<file path="src/rtl/hfwm_pkg.sv">
`timescale 1ns / 1ps
// ----------------------------------------------------------------------------
// hfwm_pkg : shared types and helpers for the humidity frame watering monitor
// item kinds, register indexes, field widths, moisture arithmetic
// ----------------------------------------------------------------------------
package hfwm_pkg;

    localparam int unsigned FRAME_BITS  = 40;
    localparam int unsigned COUNT_W     = 6;
    localparam int unsigned BYTE_W      = 8;
    localparam int unsigned TLIM_W      = 6;
    localparam int unsigned HLIM_W      = 7;
    localparam int unsigned PCT_W       = 7;
    localparam int unsigned CFG_IDX_W   = 2;

    localparam logic [TLIM_W-1:0] TLIM_RESET = 6'd35;
    localparam logic [HLIM_W-1:0] HLIM_RESET = 7'd50;
    localparam logic [BYTE_W-1:0] THR_RESET  = 8'd80;

    // item kinds on the sample channel; the fourth code is ignored
    typedef enum logic [1:0] {
        KIND_START   = 2'd0,
        KIND_BIT     = 2'd1,
        KIND_READING = 2'd2
    } kind_t;

    // configuration register indexes
    typedef enum logic [CFG_IDX_W-1:0] {
        REG_TEMP_LIMIT = 2'd0,
        REG_HUM_LIMIT  = 2'd1,
        REG_MOIST_THR  = 2'd2
    } cfg_idx_t;

    // floor(100*(255-g)/255), reciprocal form exact below 2^16
    function automatic logic [PCT_W-1:0] moisture_pct(input logic [BYTE_W-1:0] g);
        logic [BYTE_W-1:0] x;
        logic [14:0]       y;
        logic [15:0]       q;
        x = 8'd255 - g;
        y = 15'(x) * 15'd100;
        q = (16'(y) + 16'(y >> 8) + 16'd1) >> 8;
        return q[PCT_W-1:0];
    endfunction

    // pump runs while moisture is below the threshold; above 100 it always runs
    function automatic logic pump_demand(input logic [BYTE_W-1:0] g,
                                         input logic [BYTE_W-1:0] thr);
        logic [14:0] lhs;
        logic [14:0] rhs;
        logic [BYTE_W-1:0] gap;
        gap = 8'd100 - thr;
        lhs = 15'(g) * 15'd100;
        rhs = 15'(gap) * 15'd255;
        if (thr > 8'd100)
        begin
            return 1'b1;
        end
        return (lhs > rhs);
    endfunction

endpackage

</file>
<file path="src/rtl/hfwm_ifs.sv">
`timescale 1ns / 1ps
// ----------------------------------------------------------------------------
// hfwm channel interfaces
// sample, result and configuration write channels with valid/ready
// ----------------------------------------------------------------------------
interface hfwm_sample_if;
    logic                        valid;
    logic                        ready;
    logic [1:0]                  kind;
    logic                        bit_value;
    logic [hfwm_pkg::BYTE_W-1:0] reading_msb_first;
    logic [hfwm_pkg::BYTE_W-1:0] reading_lsb_first;

    modport source (output valid, kind, bit_value, reading_msb_first,
                    reading_lsb_first, input ready);
    modport sink   (input valid, kind, bit_value, reading_msb_first,
                    reading_lsb_first, output ready);
endinterface

interface hfwm_result_if;
    logic                        valid;
    logic                        ready;
    logic [hfwm_pkg::BYTE_W-1:0] humidity;
    logic [hfwm_pkg::BYTE_W-1:0] temperature;
    logic                        alarm;
    logic                        pump_on;
    logic [hfwm_pkg::PCT_W-1:0]  moisture_percent;
    logic                        frame_done;
    logic                        checksum_ok;

    modport source (output valid, humidity, temperature, alarm, pump_on,
                    moisture_percent, frame_done, checksum_ok, input ready);
    modport sink   (input valid, humidity, temperature, alarm, pump_on,
                    moisture_percent, frame_done, checksum_ok, output ready);
endinterface

interface hfwm_cfg_if;
    logic                           valid;
    logic                           ready;
    logic [hfwm_pkg::CFG_IDX_W-1:0] index;
    logic [hfwm_pkg::BYTE_W-1:0]    data;

    modport source (output valid, index, data, input ready);
    modport sink   (input valid, index, data, output ready);
endinterface

</file>
<file path="src/rtl/humidity_frame_watering_monitor.sv">
`timescale 1ns / 1ps
// ----------------------------------------------------------------------------
// humidity_frame_watering_monitor
// sensor frame receiver with checksum, converter reading filter, temperature
// and humidity alarm, soil moisture percent and pump demand
// ----------------------------------------------------------------------------
//  channel   role    payload
//  sample    sink    kind, bit_value, reading_msb_first, reading_lsb_first
//  result    source  humidity, temperature, alarm, pump_on, moisture_percent,
//                    frame_done, checksum_ok
//  cfg       sink    index, data (always ready)
//
//  a sample transaction updates the state and loads the result register at the
//  same edge, so one item per cycle is sustained while results are taken;
//  the result register frees in the cycle it is taken, so sample stays ready
//  while the result side accepts; it stalls only while a result waits
//  reset clears frame, counters, held values and restores register defaults
// ----------------------------------------------------------------------------
module humidity_frame_watering_monitor (
    input  logic                  clk,
    input  logic                  rst_n,
    hfwm_sample_if.sink           sample,
    hfwm_result_if.source         result,
    hfwm_cfg_if.sink              cfg
);

    // configuration registers
    logic [hfwm_pkg::TLIM_W-1:0] temp_limit_reg;
    logic [hfwm_pkg::HLIM_W-1:0] hum_limit_reg;
    logic [hfwm_pkg::BYTE_W-1:0] moist_thr_reg;

    // block state
    logic [hfwm_pkg::FRAME_BITS-1:0] frame_reg,    frame_next;
    logic [hfwm_pkg::COUNT_W-1:0]    count_reg,    count_next;
    logic [hfwm_pkg::BYTE_W-1:0]     hum_reg,      hum_next;
    logic [hfwm_pkg::BYTE_W-1:0]     temp_reg,     temp_next;
    logic [hfwm_pkg::BYTE_W-1:0]     reading_reg,  reading_next;

    // result register
    logic                            res_valid_reg;
    logic [hfwm_pkg::BYTE_W-1:0]     res_hum_reg;
    logic [hfwm_pkg::BYTE_W-1:0]     res_temp_reg;
    logic                            res_alarm_reg, res_alarm_next;
    logic                            res_pump_reg,  res_pump_next;
    logic [hfwm_pkg::PCT_W-1:0]      res_pct_reg,   res_pct_next;
    logic                            res_done_reg,  res_done_next;
    logic                            res_ok_reg,    res_ok_next;

    logic                            sample_fire;
    logic [hfwm_pkg::FRAME_BITS-1:0] shifted;
    logic [hfwm_pkg::BYTE_W-1:0]     byte_sum;

    assign sample.ready = !res_valid_reg || result.ready;
    assign sample_fire  = sample.valid && sample.ready;
    assign cfg.ready    = 1'b1;

    // frame with the new bit shifted in, and its checksum over four bytes
    assign shifted  = {frame_reg[hfwm_pkg::FRAME_BITS-2:0], sample.bit_value};
    assign byte_sum = shifted[39:32] + shifted[31:24] + shifted[23:16] + shifted[15:8];

    // state update for one item
    always_comb
    begin
        frame_next    = frame_reg;
        count_next    = count_reg;
        hum_next      = hum_reg;
        temp_next     = temp_reg;
        reading_next  = reading_reg;
        res_done_next = 1'b0;
        res_ok_next   = 1'b0;
        case (sample.kind)
            hfwm_pkg::KIND_START:
            begin
                frame_next = '0;
                count_next = '0;
            end
            hfwm_pkg::KIND_BIT:
            begin
                // bits past the end of a frame are dropped
                if (count_reg < hfwm_pkg::COUNT_W'(hfwm_pkg::FRAME_BITS))
                begin
                    frame_next = shifted;
                    count_next = count_reg + 1'b1;
                    if (count_reg == hfwm_pkg::COUNT_W'(hfwm_pkg::FRAME_BITS - 1))
                    begin
                        res_done_next = 1'b1;
                        if (byte_sum == shifted[7:0])
                        begin
                            res_ok_next = 1'b1;
                            hum_next    = shifted[39:32];
                            temp_next   = shifted[23:16];
                        end
                    end
                end
            end
            hfwm_pkg::KIND_READING:
            begin
                // keep the last good value unless both copies agree
                if (sample.reading_msb_first == sample.reading_lsb_first)
                begin
                    reading_next = sample.reading_msb_first;
                end
            end
            default:
            begin
                frame_next = frame_reg;
            end
        endcase
    end

    // result fields from the state after the item
    always_comb
    begin
        res_alarm_next = (temp_next > {2'b00, temp_limit_reg})
                      || (hum_next > {1'b0, hum_limit_reg});
        res_pump_next  = hfwm_pkg::pump_demand(reading_next, moist_thr_reg);
        res_pct_next   = hfwm_pkg::moisture_pct(reading_next);
    end

    // configuration writes, unknown indexes ignored
    always_ff @(posedge clk or negedge rst_n)
    begin
        if (!rst_n)
        begin
            temp_limit_reg <= hfwm_pkg::TLIM_RESET;
            hum_limit_reg  <= hfwm_pkg::HLIM_RESET;
            moist_thr_reg  <= hfwm_pkg::THR_RESET;
        end
        else if (cfg.valid)
        begin
            case (cfg.index)
                hfwm_pkg::REG_TEMP_LIMIT: temp_limit_reg <= cfg.data[hfwm_pkg::TLIM_W-1:0];
                hfwm_pkg::REG_HUM_LIMIT:  hum_limit_reg  <= cfg.data[hfwm_pkg::HLIM_W-1:0];
                hfwm_pkg::REG_MOIST_THR:  moist_thr_reg  <= cfg.data;
                default:                  moist_thr_reg  <= moist_thr_reg;
            endcase
        end
    end

    // state registers
    always_ff @(posedge clk or negedge rst_n)
    begin
        if (!rst_n)
        begin
            frame_reg   <= '0;
            count_reg   <= '0;
            hum_reg     <= '0;
            temp_reg    <= '0;
            reading_reg <= '0;
        end
        else if (sample_fire)
        begin
            frame_reg   <= frame_next;
            count_reg   <= count_next;
            hum_reg     <= hum_next;
            temp_reg    <= temp_next;
            reading_reg <= reading_next;
        end
    end

    // result valid
    always_ff @(posedge clk or negedge rst_n)
    begin
        if (!rst_n)
        begin
            res_valid_reg <= 1'b0;
        end
        else if (sample_fire)
        begin
            res_valid_reg <= 1'b1;
        end
        else if (result.ready)
        begin
            res_valid_reg <= 1'b0;
        end
    end

    // result payload
    always_ff @(posedge clk)
    begin
        if (sample_fire)
        begin
            res_hum_reg   <= hum_next;
            res_temp_reg  <= temp_next;
            res_alarm_reg <= res_alarm_next;
            res_pump_reg  <= res_pump_next;
            res_pct_reg   <= res_pct_next;
            res_done_reg  <= res_done_next;
            res_ok_reg    <= res_ok_next;
        end
    end

    assign result.valid            = res_valid_reg;
    assign result.humidity         = res_hum_reg;
    assign result.temperature      = res_temp_reg;
    assign result.alarm            = res_alarm_reg;
    assign result.pump_on          = res_pump_reg;
    assign result.moisture_percent = res_pct_reg;
    assign result.frame_done       = res_done_reg;
    assign result.checksum_ok      = res_ok_reg;

endmodule

</file>
<file path="src/flat_wrapper.sv">
// flat-port wrapper written by rule: the top's interface ports become plain ports
module humidity_frame_watering_monitor_flat 
  (clk, rst_n, sample_valid, sample_kind, sample_bit_value, sample_reading_msb_first, sample_reading_lsb_first, sample_ready, result_valid, result_humidity, result_temperature, result_alarm, result_pump_on, result_moisture_percent, result_frame_done, result_checksum_ok, result_ready, cfg_valid, cfg_index, cfg_data, cfg_ready);
  hfwm_sample_if sample_i ();
  hfwm_result_if result_i ();
  hfwm_cfg_if cfg_i ();
  input  logic clk;
  input  logic rst_n;
  input wire logic [$bits(sample_i.valid)-1:0] sample_valid;
  input wire logic [$bits(sample_i.kind)-1:0] sample_kind;
  input wire logic [$bits(sample_i.bit_value)-1:0] sample_bit_value;
  input wire logic [$bits(sample_i.reading_msb_first)-1:0] sample_reading_msb_first;
  input wire logic [$bits(sample_i.reading_lsb_first)-1:0] sample_reading_lsb_first;
  output wire logic [$bits(sample_i.ready)-1:0] sample_ready;
  output wire logic [$bits(result_i.valid)-1:0] result_valid;
  output wire logic [$bits(result_i.humidity)-1:0] result_humidity;
  output wire logic [$bits(result_i.temperature)-1:0] result_temperature;
  output wire logic [$bits(result_i.alarm)-1:0] result_alarm;
  output wire logic [$bits(result_i.pump_on)-1:0] result_pump_on;
  output wire logic [$bits(result_i.moisture_percent)-1:0] result_moisture_percent;
  output wire logic [$bits(result_i.frame_done)-1:0] result_frame_done;
  output wire logic [$bits(result_i.checksum_ok)-1:0] result_checksum_ok;
  input wire logic [$bits(result_i.ready)-1:0] result_ready;
  input wire logic [$bits(cfg_i.valid)-1:0] cfg_valid;
  input wire logic [$bits(cfg_i.index)-1:0] cfg_index;
  input wire logic [$bits(cfg_i.data)-1:0] cfg_data;
  output wire logic [$bits(cfg_i.ready)-1:0] cfg_ready;
  assign sample_i.valid = sample_valid;
  assign sample_i.kind = sample_kind;
  assign sample_i.bit_value = sample_bit_value;
  assign sample_i.reading_msb_first = sample_reading_msb_first;
  assign sample_i.reading_lsb_first = sample_reading_lsb_first;
  assign sample_ready = sample_i.ready;
  assign result_valid = result_i.valid;
  assign result_humidity = result_i.humidity;
  assign result_temperature = result_i.temperature;
  assign result_alarm = result_i.alarm;
  assign result_pump_on = result_i.pump_on;
  assign result_moisture_percent = result_i.moisture_percent;
  assign result_frame_done = result_i.frame_done;
  assign result_checksum_ok = result_i.checksum_ok;
  assign result_i.ready = result_ready;
  assign cfg_i.valid = cfg_valid;
  assign cfg_i.index = cfg_index;
  assign cfg_i.data = cfg_data;
  assign cfg_ready = cfg_i.ready;
  humidity_frame_watering_monitor u_core (.clk(clk), .rst_n(rst_n), .sample(sample_i), .result(result_i), .cfg(cfg_i));
endmodule
</file>
<file path="config.mk">
export PLATFORM = sky130hd
export DESIGN_NAME = humidity_frame_watering_monitor_flat
export DESIGN_NICKNAME = d
export VERILOG_FILES = /design/src/rtl/hfwm_pkg.sv /design/src/rtl/hfwm_ifs.sv /design/src/rtl/humidity_frame_watering_monitor.sv /design/src/flat_wrapper.sv
export SDC_FILE = /design/constraint.sdc
export NUM_CORES = 1
export LEC_CHECK = 0
export ABC_CLOCK_PERIOD_IN_PS = 16030
export BUFFER_PORTS_ARGS = -buffer_cell sky130_fd_sc_hd__buf_2
export CORE_MARGIN = 2
export CORE_UTILIZATION = 30
export CTS_CLUSTER_SIZE = 10
export DETAILED_ROUTE_END_ITERATION = 8
export SKIP_CTS_REPAIR_TIMING = 1
export SYNTH_ARGS = -nofsm -noshare
export SYNTH_HDL_FRONTEND = slang
export SYNTH_SLANG_ARGS = --single-unit
</file>
<file path="constraint.sdc">
create_clock -name clk -period 16.03 [get_ports clk]
set_input_delay 3.206 -clock clk [delete_from_list [all_inputs] [get_ports clk]]
set_output_delay 3.206 -clock clk [all_outputs]
set_load 0.02 [all_outputs]
</file>
==> results.md <==
Setup path:
- The critical path in this run is classified as in2reg.
- Along the worst path, the maximum fanout reaches 8.
- STA classifies the critical path startpoint as an input port.
- The data arrival at the endpoint of the critical path is 9270 ps.
- For the worst setup path, the data required time is 16,180 ps.
- STA classifies the critical path endpoint as a flop.
- The standard cell with the maximum stage delay on the critical path is sky130_fd_sc_hd__fa_1.
- The most numerous cell type found on the critical path is sky130_fd_sc_hd__ha_1.
- The delay of the slowest critical-path stage is 510 ps.
- The largest delay contributor family on the critical path is simple AND/OR/NAND/NOR gates.
- Counting both buffers and inverters, the worst setup path holds a total of 5.

STA:
- The worst path needs 9110 ps of the cycle, external delays included.
- The worst-case clock skew is 9.75 ps.
- The part of the cycle the worst path needs is 56.9%.
- The slew at the pin with the worst max-slew slack is 1140 ps.
- Based on the critical path, the design can be clocked at up to 0.110 GHz.
- Measured against its own limit, the worst slew margin works out to 23.7%.
- Setup violations remaining at the end of the flow were counted as 0.
- The number of slew-limit violations in the final report is 0.
- The final-report hold violation count is 0.
- Setup repair after global routing left no endpoint under its margin.
- The accumulated negative setup slack is 0 ps.

Synth:
- For this run, the number of Yosys warnings is 0.
- The share of flip-flops with an asynchronous set or reset is 77.1%.
- The parity-gate share of the synthesized area counting xor and xnor cells is 7.16%.
- The basic-gate share of the synthesized area counting and, or, nand and nor cells is 11.1%.
- The cell area after synthesis is 9300 um^2.
- The number of nets handed over by synthesis was 1,115.
- Multiplexer cells account for 7.74% of the synthesized area.
- The synthesized instance count is 902.
- The combinational family with the most area after synthesis is adder cells.
- Summing the areas of all fa, ha and maj instances in the mapped netlist gives 27.4% of the synthesized area.
- The compound-gate portion of the synthesized area is 7.37%.
- The portion of the post-synthesis area used by sequential elements is 33.3%.
- The most instantiated flip-flop cell in the synthesis netlist is sky130_fd_sc_hd__dfrtp_1.
- The synthesized netlist contains 59 unique library cells.
- Counting flops with a built-in enable in the synthesized netlist gives 27.
- Synthesis inferred 118 register bits.
- Dividing the synthesized area by the synthesized cell count gives 10.3 um^2.

Route:
- The final route contains 6,384 vias.
- After detailed routing, the average wire length per cell comes to 14.4 um.
- The post-detailed-routing wire length is 19.8 mm.
- The iteration count of the initial detailed-routing pass is 5.
- Once detail routing completed, the nets flagged for antenna violations numbered 0.
- After detailed routing, the number of remaining DRC violations is 0.
- The number of design-rule violations left by the first detailed-router iteration is 324.
- After detailed routing, the number of vias per cell comes to 4.63.

Clock tree:
- Counting every sink on the clock net gives 118.
- The H-tree generated during clock tree synthesis spans 4 levels.
- The insertion delay to the later sink of the worst-skew pair is 410 ps.
- Clock-pin slew was measured on the worst setup and hold paths at 60 ps.
- The TritonCTS clock tree is yes.
- Counting along the longest clock path gives a buffer depth of 2.
- The clock buffer count from CTS is 17.
- The tree is rooted in a sky130_fd_sc_hd__clkbuf_16.

Cells and area:
- The register with the most flip-flops in the layout has 39 of them.
- Leaving out fill and tap cells, the most frequent cell in the layout is sky130_fd_sc_hd__ha_1.
- In the layout the commonest cells are sky130_fd_sc_hd__ha_1, sky130_fd_sc_hd__inv_1, sky130_fd_sc_hd__nand2_1.
- The antenna diode instance count is 0.
- The final-layout fill cell count is 3,114.
- The area growth from synthesis to layout is 14.5%.
- After the last flow step, the layout net total stands at 1,183.
- The post-route netlist has 17.3% of its cells at a drive strength greater than 1.
- The number of cells in the finished layout apart from fillers is 1,379.

Floorplanning:
- The initialized floorplan defines 64 standard-cell rows.
- The total I/O pin count is 64.
- The floorplan step defined a die boundary enclosing 32,400 um^2.
- The die is 180 um tall.
- The core footprint is 30,600 um^2.
- The initial core utilization is 30.4%.
- In this run the horizontal extent of the chip is 180 um.

GRT:
- The first global-routing pass estimated 33.4 mm of wire.
- In the global route stage, met2 resource usage came out at 21.6%.
- Global routing finished with a remaining overflow of 0.
- The highest-utilization routing layer at the global route stage is met2.
- The via count of the first global-routing pass was 6,526.
- The global-route met3 utilization is 1.66%.
- For met1 alone, demand over resource in global routing was 17.0%.
- The pin count of the biggest net entering global routing is 51.
- Global routing used 12.6% of the available tracks across all layers.
- The initial antenna violation count was 0.

Placement:
- The sum of net half-perimeters after detailed placement is 15.4 mm.
- The number of placed cells counting well taps is 1,347.
- The count of input and output buffers is 62.
- The final weighted congestion in routability-driven placement is 0.792.

Min path:
- The path type of the worst min-delay path is reg2reg.

Run:
- Across the run, the number of max-cap violations was 0.

Outcome:
- The flow ran to the end, and the final reports show no timing, DRC or antenna violations.
-- worst paths after layout --
kind,start,end,slack [ps],depth (start not counted)
min in group asynchronous,rst_n,u_core.temp_reg[6]$_DFFE_PN0P_,2780,1
min reg2reg,u_core.frame_reg[29]$_DFFE_PN0P_,u_core.frame_reg[30]$_DFFE_PN0P_,500,2
max in group asynchronous,rst_n,u_core.hum_reg[3]$_DFFE_PN0P_,12170,2
max reg2reg,u_core.moist_thr_reg[0]$_DFFE_PN0P_,u_core.result.pump_on$_SDFFCE_PN1P_,8660,24
max,sample_reading_msb_first[1],u_core.result.moisture_percent[6]$_DFFE_PP_,6920,26
min,u_core.frame_reg[29]$_DFFE_PN0P_,u_core.frame_reg[30]$_DFFE_PN0P_,500,2
-- cell type report --
cell class | instances | area, um^2 | area share, %
well taps | 396 | 495 | 4.65
repair buffers | 67 | 350 | 3.29
flip-flops and latches | 118 | 3100 | 29.1
clock buffers | 18 | 429 | 4.03
clock inverters | 14 | 164 | 1.54
inverters | 120 | 450 | 4.23
multi-input cells | 646 | 5660 | 53.2
-- logic make-up after synthesis --
| family | after synthesis |
|---|---|
| adder cells (fa/ha/maj) | 180 |
| AO/OA/AOI/OAI | 111 |
| other | 1 |
| AND/OR/NAND/NOR | 213 |
| flip-flops | 118 |
| XOR/XNOR | 76 |
| buffers and inverters | 138 |
| multiplexers | 65 |
-- tightest hold or removal path, cell delays in order, from the launching register on --
cell and delay, ps:
sky130_fd_sc_hd__dfrtp_1 330, sky130_fd_sc_hd__nand3_1 60, sky130_fd_sc_hd__nand2_1 70
-- routing by layer --
metal  share of wire, %  vias up
met1                 49     3113
met4               0.91        0
met5                  0        -
met2                 49       55
li1                   -     3200
met3                1.5       16
-- Yosys cell counts (10+ instances only) --
cell type	number	share of area [%]
sky130_fd_sc_hd__ha_1	139	19
sky130_fd_sc_hd__nand2_1	94	3.8
sky130_fd_sc_hd__xor2_1	33	3.1
sky130_fd_sc_hd__edfxtp_1	27	8.7
sky130_fd_sc_hd__dfrtp_1	83	22
sky130_fd_sc_hd__a21o_1	17	1.4
sky130_fd_sc_hd__xnor2_1	43	4.1
sky130_fd_sc_hd__inv_1	120	4.8
sky130_fd_sc_hd__a21oi_1	37	2.0
sky130_fd_sc_hd__mux2i_1	10	1.1
sky130_fd_sc_hd__o21ai_0	27	1.5
sky130_fd_sc_hd__fa_1	40	8.6
sky130_fd_sc_hd__nor2_1	23	0.93
sky130_fd_sc_hd__mux2_2	55	6.7
sky130_fd_sc_hd__nand3_1	46	2.5
-- stage by stage --
stage                     setup slack (ps)  hold WS [ps]  utilization [%]  instance area [um^2]
after floorplan                       7390           466                -                  9300
after global placement                6790           481             32.9                 10100
final                                 6920           498             34.8                 10600
after global routing                  6530           516             34.8                 10600
after detailed placement              6550           491             32.9                 10100
after CTS                             6960           502             34.8                 10600
Power is not shown: default switching activity piles up to over one toggle a cycle in this logic, so the estimate is an artifact.
